File: config.mk
export PLATFORM = sky130hd
export DESIGN_NAME = sta_front
export DESIGN_NICKNAME = d
export VERILOG_FILES = /design/src/design/sta_pkg.sv /design/src/design/sta_front.sv
export SDC_FILE = /design/constraint.sdc
export NUM_CORES = 1
export LEC_CHECK = 0
export BUFFER_PORTS_ARGS = -buffer_cell sky130_fd_sc_hd__buf_2
export CAP_MARGIN = 40
export CORE_MARGIN = 4
export CORE_UTILIZATION = 58
export CTS_BUF_LIST = sky130_fd_sc_hd__clkbuf_4
export CTS_CLUSTER_DIAMETER = 40
export DETAILED_ROUTE_END_ITERATION = 16
export PLACE_DENSITY = 0.87
export SYNTH_ARGS = -nofsm -noshare
export SYNTH_HDL_FRONTEND = slang
export SYNTH_SLANG_ARGS = --single-unit
File: constraint.sdc
create_clock -name clock -period 4.65 [get_ports clock]
set_clock_uncertainty 0.15 [all_clocks]
set_input_delay 0.465 -clock clock [delete_from_list [all_inputs] [get_ports clock]]
set_output_delay 0.465 -clock clock [all_outputs]
set_load 0.02 [all_outputs]
File: src/design/sta_pkg.sv
// ----------------------------------------------------------------------------
// sta_pkg
// Types and codes shared by the slot table allocator modules.
// ----------------------------------------------------------------------------
`default_nettype none
package sta_pkg;
   localparam int SLOTS      = 256;
   localparam int VALUE_BITS = 32;

   typedef enum logic [2:0] {
      OP_INSERT  = 3'd0,
      OP_ASSIGN  = 3'd1,
      OP_ERASE   = 3'd2,
      OP_FETCH   = 3'd3,
      OP_STEP_FW = 3'd4,
      OP_STEP_RV = 3'd5
   } op_type;

   localparam logic [1:0] ST_OK         = 2'd0;
   localparam logic [1:0] ST_TABLE_FULL = 2'd1;
   localparam logic [1:0] ST_QUEUE_FULL = 2'd2;

   typedef struct packed {
      logic [2:0]  operation;
      logic [7:0]  slot_id;
      logic [31:0] item_value;
   } req_type;

   typedef struct packed {
      logic [7:0]  result_id;
      logic [31:0] result_value;
      logic [8:0]  live_count;
      logic        at_end;
      logic [1:0]  status;
   } rsp_type;

   typedef enum logic [2:0] {
      BK_IDLE,
      BK_READ,
      BK_EXEC,
      BK_SCAN,
      BK_CLEAR
   } bk_state_type;
endpackage
`default_nettype wire

File: src/design/sta_front.sv
// ----------------------------------------------------------------------------
// sta_front
// Input stage and two-entry queue that decouples accept from execution.
// ----------------------------------------------------------------------------
`default_nettype none
module sta_front (
   input  wire logic            clock,
   input  wire logic            reset,
   input  wire logic            req_valid,
   output logic                 req_stall,
   input  wire sta_pkg::req_type req_data,
   output logic                 q_valid,
   output sta_pkg::req_type     q_data,
   input  wire logic            q_take
);
   sta_pkg::req_type mem_ff [2];
   logic rd_ff, rd_in, wr_ff, wr_in;
   logic [1:0] cnt_ff, cnt_in;
   logic push;

   assign req_stall = (cnt_ff == 2'd2);
   assign push      = req_valid && !req_stall;
   assign q_valid   = (cnt_ff != 2'd0);
   assign q_data    = mem_ff[rd_ff];

   always_comb begin
      rd_in  = rd_ff ^ q_take;
      wr_in  = wr_ff ^ push;
      cnt_in = cnt_ff + {1'b0, push} - {1'b0, q_take};
   end

   always_ff @(posedge clock) begin
      if (reset) begin
         rd_ff  <= 1'b0;
         wr_ff  <= 1'b0;
         cnt_ff <= 2'd0;
      end else begin
         rd_ff  <= rd_in;
         wr_ff  <= wr_in;
         cnt_ff <= cnt_in;
      end
      if (push) mem_ff[wr_ff] <= req_data;
   end
endmodule
`default_nettype wire

==> key figures, run 1 <==
Clock tree
  – Clk Latency, worst-skew pair: 0.41 ns
  – Post-CTS Hold Buffers: 0
  – CTS Sinks: 90
  – Inserted Clock Buffers: 9
  – CTS tree: built
  – Root Buffer: clkbuf_4
  – H-tree depth: 3
  – Reg clk slew, reported paths: 0.11 ns
  – CTS Buffer Depth: 2
  – Post-CTS setup buffer count: 0
  – Resize count post-CTS: 0

STA
  – Period minus WS final: 2.84 ns
  – Max Slew Vio Count: 0
  – Fin. Hold Viols: 0
  – Final setup fails: 0
  – Fmax: 352 MHz
  – Period utilization: 61.1%
  – Worst slew pin tran: 0.598 ns
  – Setup TNS: 0 ns
  – Max-slew headroom: 60.1%
  – RSZ-0062 raised after global routing: false

Critical path
  – Crit path DAT: 2.22 ns
  – Critical path class: flop to output port
  – Worst-path maximum fanout: 26
  – Critical path required time: 4.03 ns
  – FF-to-FF setup slack: 2.78 ns
  – Setup crit end kind: output port
  – Worst setup SP type: flop

Synthesis
  – Register area share after synthesis: 75.7%
  – Cells after Synth: 155
  – Synth Area in Simple Gates: 1.14%
  – Main combinational cell family by area after synthesis: multiplexers
  – Post-synthesis mux area share: 17.9%
  – Mapped Nets: 206
  – Synth Area in XOR/XNOR: 0.889%
  – Compound-Gate Fraction of Synth Area: 0%
  – FF+latch count, synth: 90
  – Post-synthesis adder-cell area fraction: 1.42%
  – Syn Area/Cell: 22.7 sq um
  – Unique masters post-synth: 16
  – Yosys warns: 0
  – Post-Syn Area: 3520 sq um

GRT
  – Initial antenna violation count: 0
  – Largest net degree at the start of global routing: 30
  – Total global routing overflow: 0
  – GRT Total Usage: 15.5%
  – First-pass GRT wire length: 8380 um
  – Vias in the first global route: 1,742

Route
  – Post-route antenna net violation count: 0
  – Via count: 1,687
  – Post-Route WL: 5360 um
  – Per-cell routed wire length: 16.0 um
  – Pre-antenna DRT Iters: 4
  – Vias/cell: 5.05
  – Drt initial violations: 93
  – DRC viols: 0

Pwr
  – VDD IR-drop max: 0.367 mV
  – Power Dens Cells: 462 nW/um^2
  – LEAKAGE: 0.00167 uW

Floorplan
  – I/O pins: 92
  – Full die area: 7370 sq um
  – CORE AREA: 5890 sq um
  – Die width: 85.9 um
  – Starting Density: 59.8%
  – Rows: 28
  – Vert. Die Dim: 85.9 um

Finish
  – Total Nets Final: 306
  – Syn-to-layout area delta: 17.8%
  – Final Util: 70.4%
  – Layout cell share with drive strength beyond 1: 60.2%
  – Fill cells: 386
  – ANT cells: 0

Run
  – Max Cap Viol: 0

Placed design
  – Port-buffer cells: 91
  – GP Congestion: 0.708
  – Detail Placement HPWL: 3830 um

Status
  – Status: finished, final reports clean

Hold path
  – Hold Path Class: input port to flop
Yosys cell counts:
cell type	number	share of area [%]
nor2b_1	1	0.18
ha_1	4	1.4
edfxtp_1	86	73
and2_1	1	0.18
inv_1	3	0.32
nand2_1	1	0.11
buf_12	4	2.3
buf_6	1	0.32
nand2b_1	1	0.18
mux2_4	39	17
nor2_1	3	0.32
xnor3_1	1	0.64
mux2_2	4	1.3
or2_2	1	0.18
xnor2_1	1	0.25
dfxtp_1	4	2.3
layout make-up:
cell class              count  area [sq um]  area share [%]
inverters                   3          11.3           0.272
well taps                  75          93.8            2.27
clock buffers              15           113            2.72
multi-input cells          57           757            18.3
repair buffers             94           503            12.1
flip-flops and latches     90          2660            64.3
metrics by stage:
| stage | hold slack [ns] | cells | total power (uW) | area (sq um) | setup slack [ns] |
|---|---|---|---|---|---|
| after detailed placement | 0.437 | 319 | 1580 | 4030 | 2.25 |
| final | 0.0859 | 334 | 1910 | 4140 | 1.81 |
| after global placement | 0.420 | 317 | 1550 | 3990 | 2.26 |
| after global routing | 0.0599 | 334 | 2010 | 4140 | 1.68 |
| after floorplan | 0.382 | 155 | 1430 | 3520 | 2.42 |
| after CTS | 0.0704 | 334 | 1930 | 4140 | 1.79 |
report_power, final:
part / internal [uW] / switching, uW
Clock: 145 / 214
Combinational: 217 / 261
Sequential: 1040 / 39.4
per-layer routing:
layer | vias to the layer above | track usage [%] | part of all wire (%)
li1 | 798 | - | -
met1 | 803 | 19.2 | 40
met2 | 78 | 25.2 | 48
met3 | 8 | 4.71 | 9.9
met4 | 0 | 6.91 | 1.2
met5 | - | 0 | 0
state kept, by name, indices dropped and copies added (netlist names):
register  cells
rd_ff         1
cnt_ff        2
wr_ff         1
mem_ff       86
cells in the final DEF, fill, tap and decap left out, drive strengths merged:
master  instances
and2            1
buf            94
clkbuf         15
dfxtp           4
edfxtp         86
ha              4
inv             3
mux2           43
nand2           1
nand2b          1
nor2            3
nor2b           1
or2             1
xnor2           1
xnor3           1
worst paths after layout:
kind,depth (start not counted),to,startpoint
max,3,q_data[42],rd_ff$_SDFF_PP0_
min,1,mem_ff[0][12]$_DFFE_PP_,req_data[12]
max reg2reg,4,mem_ff[0][23]$_DFFE_PP_,cnt_ff[0]$_SDFF_PP0_
min reg2reg,3,wr_ff$_SDFF_PP0_,wr_ff$_SDFF_PP0_
logic make-up (layout without fill, tap and decap cells):
kind of cell / Yosys count / count (layout)
xor gates and xnor gates: 2 / 2
buffers and inverters: 8 / 112
adders and majority gates: 4 / 4
and+or+nand+nor: 8 / 8
muxes: 43 / 43
DFF: 90 / 90
worst max-delay path, stage by stage, from the launching register on:
cell and delay [ns]:
dfxtp_2 0.73, buf_4 0.52, mux2_2 0.38, buf_2 0.16
No activity file was read; power rests on OpenSTA's default activity.
==> run 2, diff against run 1 <==
--- a/config.mk
+++ b/config.mk
@@ -8,11 +8,11 @@
 export BUFFER_PORTS_ARGS = -buffer_cell sky130_fd_sc_hd__buf_2
 export CAP_MARGIN = 40
 export CORE_MARGIN = 4
-export CORE_UTILIZATION = 58
+export CORE_UTILIZATION = 54
 export CTS_BUF_LIST = sky130_fd_sc_hd__clkbuf_4
 export CTS_CLUSTER_DIAMETER = 40
 export DETAILED_ROUTE_END_ITERATION = 16
-export PLACE_DENSITY = 0.87
+export PLACE_DENSITY = 0.81
 export SYNTH_ARGS = -nofsm -noshare
 export SYNTH_HDL_FRONTEND = slang
 export SYNTH_SLANG_ARGS = --single-unit
==> constraint.sdc (replaced) <==
create_clock -name clock -period 2.7 [get_ports clock]
set_clock_uncertainty 0.15 [all_clocks]
set_input_delay 0.27 -clock clock [delete_from_list [all_inputs] [get_ports clock]]
set_output_delay 0.27 -clock clock [all_outputs]
set_load 0.02 [all_outputs]
==> run 2 against run 1 <==
- die area rose by 6.7%
- setup slack worse by 1.3 ns
- highest routed layer unchanged
- first-iteration DRC count decreased by 26%
- worst hold slack better by 0.094 ns
- utilization grew 2.6 points
- largest power group unchanged
- critical path type unchanged
- cell area grew 12%
==> key figures, run 2 (same netlist as run 1, synthesis figures left out) <==
Finish
  – Layout cell share with drive strength beyond 1: 51.3% (was 60.2%)
  – Largest Register: mem_ff (unchanged)
  – Final Util: 73.0% (was 70.4%)
  – ANT cells: 0 (unchanged)
  – Largest regs: mem_ff (86), cnt_ff (2) (unchanged)
  – Commonest cells after routing, fill and taps aside: buf_2 (91), edfxtp_1 (86), dlygate4sd3_1 (45), mux2_4 (39), clkbuf_4 (12) (was buf_2 (91), edfxtp_1 (86), mux2_4 (39), clkbuf_4 (15), mux2_2 (4))
  – Total Nets Final: 352 (was 306)
  – Final Non-Filler Cells: 383 (was 334)
  – Commonest non-fill, non-tap cell in the layout: buf_2 (unchanged)
  – Syn-to-layout area delta: 31.8% (was 17.8%)
  – Number of flip-flops in the largest register: 86 (unchanged)

STA
  – Period minus WS final: 2.23 ns
  – Worst slew pin tran: 0.441 ns (was 0.598 ns)
  – RSZ-0062 raised after global routing: false (unchanged)
  – Max Slew Vio Count: 0 (unchanged)
  – Hold_ws: 0.179 ns (was 0.0859 ns)
  – Period utilization: 82.6%
  – Setup TNS: 0 ns (unchanged)
  – Final setup fails: 0 (unchanged)
  – Max-slew headroom: 70.6% (was 60.1%)
  – Fmax: 448 MHz
  – Fin. Hold Viols: 0 (unchanged)

Clock tree
  – Resize count post-CTS: 0 (unchanged)
  – H-tree depth: 3 (unchanged)
  – CTS Buffer Depth: 2 (unchanged)
  – CTS tree: built (unchanged)
  – Inserted Clock Buffers: 9 (unchanged)
  – Root Buffer: clkbuf_4 (unchanged)
  – Reg clk slew, reported paths: 0.12 ns (was 0.11 ns)
  – Clk Latency, worst-skew pair: 0.40 ns (was 0.41 ns)
  – CTS Sinks: 90 (unchanged)

Floorplan
  – Full die area: 7870 sq um (was 7370 sq um)
  – Vert. Die Dim: 88.7 um (was 85.9 um)
  – CORE AREA: 6350 sq um (was 5890 sq um)
  – Die width: 88.7 um (was 85.9 um)
  – Rows: 29 (was 28)
  – Starting Density: 55.4% (was 59.8%)
  – I/O pins: 92 (unchanged)

GRT
  – Total global routing overflow: 0 (unchanged)
  – Largest net degree at the start of global routing: 29 (was 30)
  – Initial antenna violation count: 0 (unchanged)
  – GRT Total Usage: 16.0% (was 15.5%)
  – First-pass GRT wire length: 9150 um (was 8380 um)
  – Vias in the first global route: 1,964 (was 1,742)

Critical path
  – Worst setup SP type: flop (unchanged)
  – Critical path required time: 2.28 ns (was 4.03 ns)
  – Worst-path maximum fanout: 14 (was 26)
  – Setup crit end kind: output port (unchanged)
  – Critical path class: flop to output port (unchanged)
  – Crit path DAT: 1.81 ns (was 2.22 ns)
  – Beginning of the critical path: rd_ff$_SDFF_PP0_ (unchanged)
  – Worst reg2reg startpoint: cnt_ff[0]$_SDFF_PP0_ (unchanged)

Route
  – DRC viols: 0 (unchanged)
  – Post-route antenna net violation count: 0 (unchanged)
  – Met2 routed WL: 3030 um (was 2600 um)
  – Metal-1 WL: 2330 um (was 2170 um)
  – Via count: 1,857 (was 1,687)
  – Per-cell routed wire length: 15.4 um (was 16.0 um)
  – Max Used Layer: met4 (unchanged)
  – Drt initial violations: 69 (was 93)
  – Post-Route WL: 5910 um (was 5360 um)
  – Met3 Wirelength: 459 um (was 529 um)
  – Vias/cell: 4.85 (was 5.05)
  – Pre-antenna DRT Iters: 4 (unchanged)

Pwr
  – Clock power share: 20.4% (was 18.8%)
  – Power Dens Cells: 742 nW/um^2 (was 462 nW/um^2)
  – Sequential power share: 53.6% (was 56.2%)
  – VDD IR-drop max: 0.603 mV (was 0.367 mV)
  – LEAKAGE: 0.00188 uW (was 0.00167 uW)
  – Logic pwr share: 25.9% (was 25.0%)
  – Switch share: 26.9% (about the same)
  – Sw power: 925 uW (was 514 uW)
  – Internal Power: 2520 uW (was 1400 uW)

Placed design
  – Port-buffer cells: 91 (unchanged)
  – Post-Place Cells: 322 (was 319)
  – GP Congestion: 0.704 (was 0.708)
  – Detail Placement HPWL: 3800 um (was 3830 um)

Run
  – Max Cap Viol: 0 (unchanged)

Status
  – Status: finished, final reports clean (unchanged)

Hold path
  – Hold_sp: req_valid (was req_data[12])
  – Hold Path Class: input port to flop (unchanged)
[run 2: cell count changes in the layout (fill, tap and decap cells not counted), sizes merged]
cell | previous run | this run
buf | 94 | 95
bufinv | 0 | 1
clkbuf | 15 | 12
clkinv | 0 | 3
dlygate4sd3 | 0 | 45
[run 2: worst paths after layout]
path,endpoint,slack [ns],cells past startpoint
min,wr_ff$_SDFF_PP0_,0.18,4
max reg2reg,mem_ff[1][29]$_DFFE_PP_,0.85,4
min reg2reg,wr_ff$_SDFF_PP0_,0.47,3
max,q_data[26],0.47,3
[run 2: layout make-up]
type,instances,area (sq um)
fillers,406,1710
multi-input cells,57,757
well taps,77,96.3
inverters,3,11.3
flip-flops and latches,90,2660
clock buffers,12,90.1
repair buffers,140,973
clock inverters,4,43.8
[run 2: worst max-delay path: stages (launching register included)]
cell	delay (ns)
dfxtp_2	0.58
buf_4	0.34
mux2_4	0.33
buf_2	0.16
[run 2: routing by layer]
metal | GRT usage (%) | vias to the layer above
li1 | - | 890
met1 | 18.6 | 896
met2 | 27.4 | 63
met3 | 6.05 | 8
met4 | 5.49 | 0
met5 | 0 | -
[run 2: stage by stage]
stage          power (uW)  area [sq um]  setup slack, ns
2_1_floorplan        2470          3520            0.470
3_3_place_gp         2700          4050            0.880
3_5_place_dp         2730          4050            0.848
4_1_cts              3480          4640            0.416
5_1_grt              3620          4640            0.344
6_report             3440          4640            0.469
[run 2: power by group through the flow]
stage	combinational, uW	clock (uW)	sequential [uW]
2_1_floorplan	607	0	1860
3_3_place_gp	838	0	1870
3_5_place_dp	849	0	1880
4_1_cts	903	725	1850
5_1_grt	955	794	1870
6_report	893	703	1850
[run 2: timing repair]
item                                    4_1_cts  5_1_grt
endpoints found under the hold margin        90        0
hold buffers                                 45        0
setup buffers                                 0        0
endpoints found under the setup margin        0        0
==> run 3, diff against run 2 <==
--- a/config.mk
+++ b/config.mk
@@ -8,11 +8,11 @@
 export BUFFER_PORTS_ARGS = -buffer_cell sky130_fd_sc_hd__buf_2
 export CAP_MARGIN = 40
 export CORE_MARGIN = 4
-export CORE_UTILIZATION = 54
+export CORE_UTILIZATION = 49
 export CTS_BUF_LIST = sky130_fd_sc_hd__clkbuf_4
 export CTS_CLUSTER_DIAMETER = 40
 export DETAILED_ROUTE_END_ITERATION = 16
-export PLACE_DENSITY = 0.81
+export PLACE_DENSITY = 0.78
 export SYNTH_ARGS = -nofsm -noshare
 export SYNTH_HDL_FRONTEND = slang
 export SYNTH_SLANG_ARGS = --single-unit
==> constraint.sdc (replaced) <==
create_clock -name clock -period 1.98 [get_ports clock]
set_clock_uncertainty 0.15 [all_clocks]
set_input_delay 0.198 -clock clock [delete_from_list [all_inputs] [get_ports clock]]
set_output_delay 0.198 -clock clock [all_outputs]
set_load 0.02 [all_outputs]
==> run 3 against run 2 <==
- register-to-register slack lost 0.46 ns
- non-clock buffer count grew 3
- routed wire length grew 6.9%
- via count grew 0.32%
- die area grew 9.3%
- final cell count grew 5.5%
- global-route usage shrank 0.84 points
- sequential power grew 36%
- clock power grew 49%
- largest power group unchanged
==> key figures, run 3 (same netlist as run 1, synthesis figures left out) <==
Hold path
  – Worst Hold Path EP: wr_ff$_SDFF_PP0_ (unchanged)
  – Hold_sp: req_valid (unchanged)
  – Hold depth: 4 (unchanged)
  – Hold Path Class: input port to flop (unchanged)

Route
  – Met2 routed WL: 3170 um (was 3030 um)
  – Pre-antenna DRT Iters: 4 (unchanged)
  – Post-Route WL: 6320 um (was 5910 um)
  – DRC viols: 0 (unchanged)
  – Max Used Layer: met4 (unchanged)
  – Per-cell routed wire length: 15.6 um (was 15.4 um)
  – Via count: 1,863 (was 1,857)
  – Met3 Wirelength: 331 um (was 459 um)
  – Metal-1 WL: 2750 um (was 2330 um)
  – Drt initial violations: 48 (was 69)
  – Vias/cell: 4.61 (was 4.85)
  – Post-route antenna net violation count: 0 (unchanged)

Clock tree
  – CTS Buffer Depth: 2 (unchanged)
  – CTS Sinks: 90 (unchanged)
  – Inserted Clock Buffers: 9 (unchanged)
  – Clk Latency, worst-skew pair: 0.40 ns (about the same)
  – Root Buffer: clkbuf_4 (unchanged)
  – CTS tree: built (unchanged)
  – Reg clk slew, reported paths: 0.12 ns (about the same)
  – H-tree depth: 3 (unchanged)

Pwr
  – VDD IR-drop max: 0.774 mV (was 0.603 mV)
  – Power Dens Cells: 1020 nW/um^2 (was 742 nW/um^2)
  – LEAKAGE: 0.00191 uW (was 0.00188 uW)

STA
  – Max-slew headroom: 87.6% (was 70.6%)
  – Final setup fails: 0 (unchanged)
  – Fmax: 534 MHz
  – Fin. Hold Viols: 0 (unchanged)
  – Period minus WS final: 1.87 ns
  – Max Slew Vio Count: 0 (unchanged)
  – Hold_ws: 0.104 ns (was 0.179 ns)
  – Worst slew pin tran: 0.186 ns (was 0.441 ns)
  – RSZ-0062 raised after global routing: false (unchanged)
  – Period utilization: 94.6%

Critical path
  – Worst reg2reg startpoint: cnt_ff[0]$_SDFF_PP0_ (unchanged)
  – Worst reg2reg endpoint: mem_ff[1][32]$_DFFE_PP_ (was mem_ff[1][29]$_DFFE_PP_)
  – Crit path DAT: 1.52 ns (was 1.81 ns)
  – Top delay family on crit path: flip-flops (unchanged)
  – CP Buf/Inv Count: 2 (unchanged)
  – Worst setup SP type: flop (unchanged)
  – FF-to-FF setup slack: 0.39 ns (was 0.85 ns)
  – Setup crit end kind: output port (unchanged)
  – Critical path required time: 1.63 ns (was 2.28 ns)
  – Worst-path maximum fanout: 22 (was 14)
  – R2R depth: 4 (unchanged)
  – Slowest cell on crit path: dfxtp_4 (was dfxtp_2)
  – Critical-path cell list: buf_16, mux2_4, buf_2 (was buf_4, mux2_4, buf_2)
  – Slowest stage delay, CP: 0.43 ns (was 0.58 ns)
  – Critical path class: flop to output port (unchanged)

GRT
  – Vias in the first global route: 1,975 (was 1,964)
  – GRT Total Usage: 15.2% (was 16.0%)
  – Total global routing overflow: 0 (unchanged)
  – Largest net degree at the start of global routing: 31 (was 29)
  – Initial antenna violation count: 0 (unchanged)
  – First-pass GRT wire length: 9740 um (was 9150 um)

Placed design
  – Detail Placement HPWL: 3810 um (was 3800 um)
  – DP Area: 4080 sq um (was 4050 sq um)
  – Port-buffer cells: 91 (unchanged)
  – GP Congestion: 0.655 (was 0.704)

Finish
  – Largest Register: mem_ff (unchanged)
  – Commonest cells after routing, fill and taps aside: buf_2 (91), edfxtp_1 (86), dlygate4sd3_1 (45), mux2_4 (39), clkbuf_4 (9) (was buf_2 (91), edfxtp_1 (86), dlygate4sd3_1 (45), mux2_4 (39), clkbuf_4 (12))
  – ANT cells: 0 (unchanged)
  – Number of flip-flops in the largest register: 86 (unchanged)
  – Design area: 4740 sq um (was 4640 sq um)
  – Largest regs: mem_ff (86), cnt_ff (2) (unchanged)
  – Total Nets Final: 355 (was 352)
  – Commonest non-fill, non-tap cell in the layout: buf_2 (unchanged)
  – Layout cell share with drive strength beyond 1: 51.6% (was 51.3%)
  – Syn-to-layout area delta: 34.7% (was 31.8%)

Floorplan
  – Starting Density: 51.2% (was 55.4%)
  – I/O pins: 92 (unchanged)
  – Vert. Die Dim: 92.7 um (was 88.7 um)
  – Rows: 30 (was 29)
  – CORE AREA: 6870 sq um (was 6350 sq um)
  – Die width: 92.7 um (was 88.7 um)
  – Full die area: 8600 sq um (was 7870 sq um)

Run
  – Max Cap Viol: 0 (unchanged)

Status
  – Status: finished, final reports clean (unchanged)
[run 3: what timing repair did]
item / in CTS / in global routing
gates resized for setup: 1 / 1
hold endpoints to repair: 90 / 0
buffers inserted: 0 / 0
endpoints found under the setup margin: 4 / 20
hold buffers: 45 / 0
cloned: 1 / 1
[run 3: area by class of cell]
| class | count | area (sq um) |
|---|---|---|
| Sequential cell | 90 | 2670 |
| Fill cell | 442 | 2130 |
| Timing Repair Buffer | 143 | 1030 |
| Multi-Input combinational cell | 57 | 757 |
| Tap cell | 96 | 120 |
| Clock inverter | 6 | 82.6 |
| Clock buffer | 9 | 67.6 |
| Inverter | 3 | 11.3 |
[run 3: per-layer routing]
metal	GRT usage (%)	up-vias
li1	-	901
met1	18.3	889
met2	26.3	66
met3	4.14	7
met4	5.49	0
met5	0	-
[run 3: worst max path at each step]
stage | cells past startpoint | slack (ns) | start | end
after floorplan | 3 | -0.25 | cnt_ff[0]$_SDFF_PP0_ | mem_ff[1][0]$_DFFE_PP_
after global placement | 3 | 0.46 | rd_ff$_SDFF_PP0_ | q_data[42]
after detailed placement | 4 | 0.41 | cnt_ff[0]$_SDFF_PP0_ | mem_ff[1][33]$_DFFE_PP_
after CTS | 3 | 0.02 | rd_ff$_SDFF_PP0_ | q_data[42]
after global routing | 3 | 0.009 | rd_ff$_SDFF_PP0_ | q_data[13]
final | 3 | 0.11 | rd_ff$_SDFF_PP0_ | q_data[21]
[run 3: stage by stage]
| stage | total power (uW) | setup slack [ns] | std cells | TNS (ns) | util [%] |
|---|---|---|---|---|---|
| after global routing | 5070 | 0.00884 | 404 | 0 | 69.0 |
| after global placement | 3700 | 0.461 | 342 | 0 | 59.4 |
| after floorplan | 3370 | -0.250 | 155 | -21.48 | - |
| final | 4820 | 0.107 | 404 | 0 | 69.0 |
| after detailed placement | 3730 | 0.412 | 342 | 0 | 59.4 |
| after CTS | 4860 | 0.0208 | 403 | 0 | 68.6 |
[run 3: where the power goes]
part | total, uW | switching [uW] | leakage, uW | internal (uW)
Sequential | 2510 | 80.5 | 0.000836 | 2430
Combinational | 1260 | 657 | 0.000994 | 601
Clock | 1050 | 550 | 0.0000832 | 500
Total | 4820 | 1290 | 0.00191 | 3530
[run 3: worst min-delay path: stages]
cell	delay, ns
buf_2	0.09
and2_1	0.15
ha_2	0.15
nor2_1	0.03
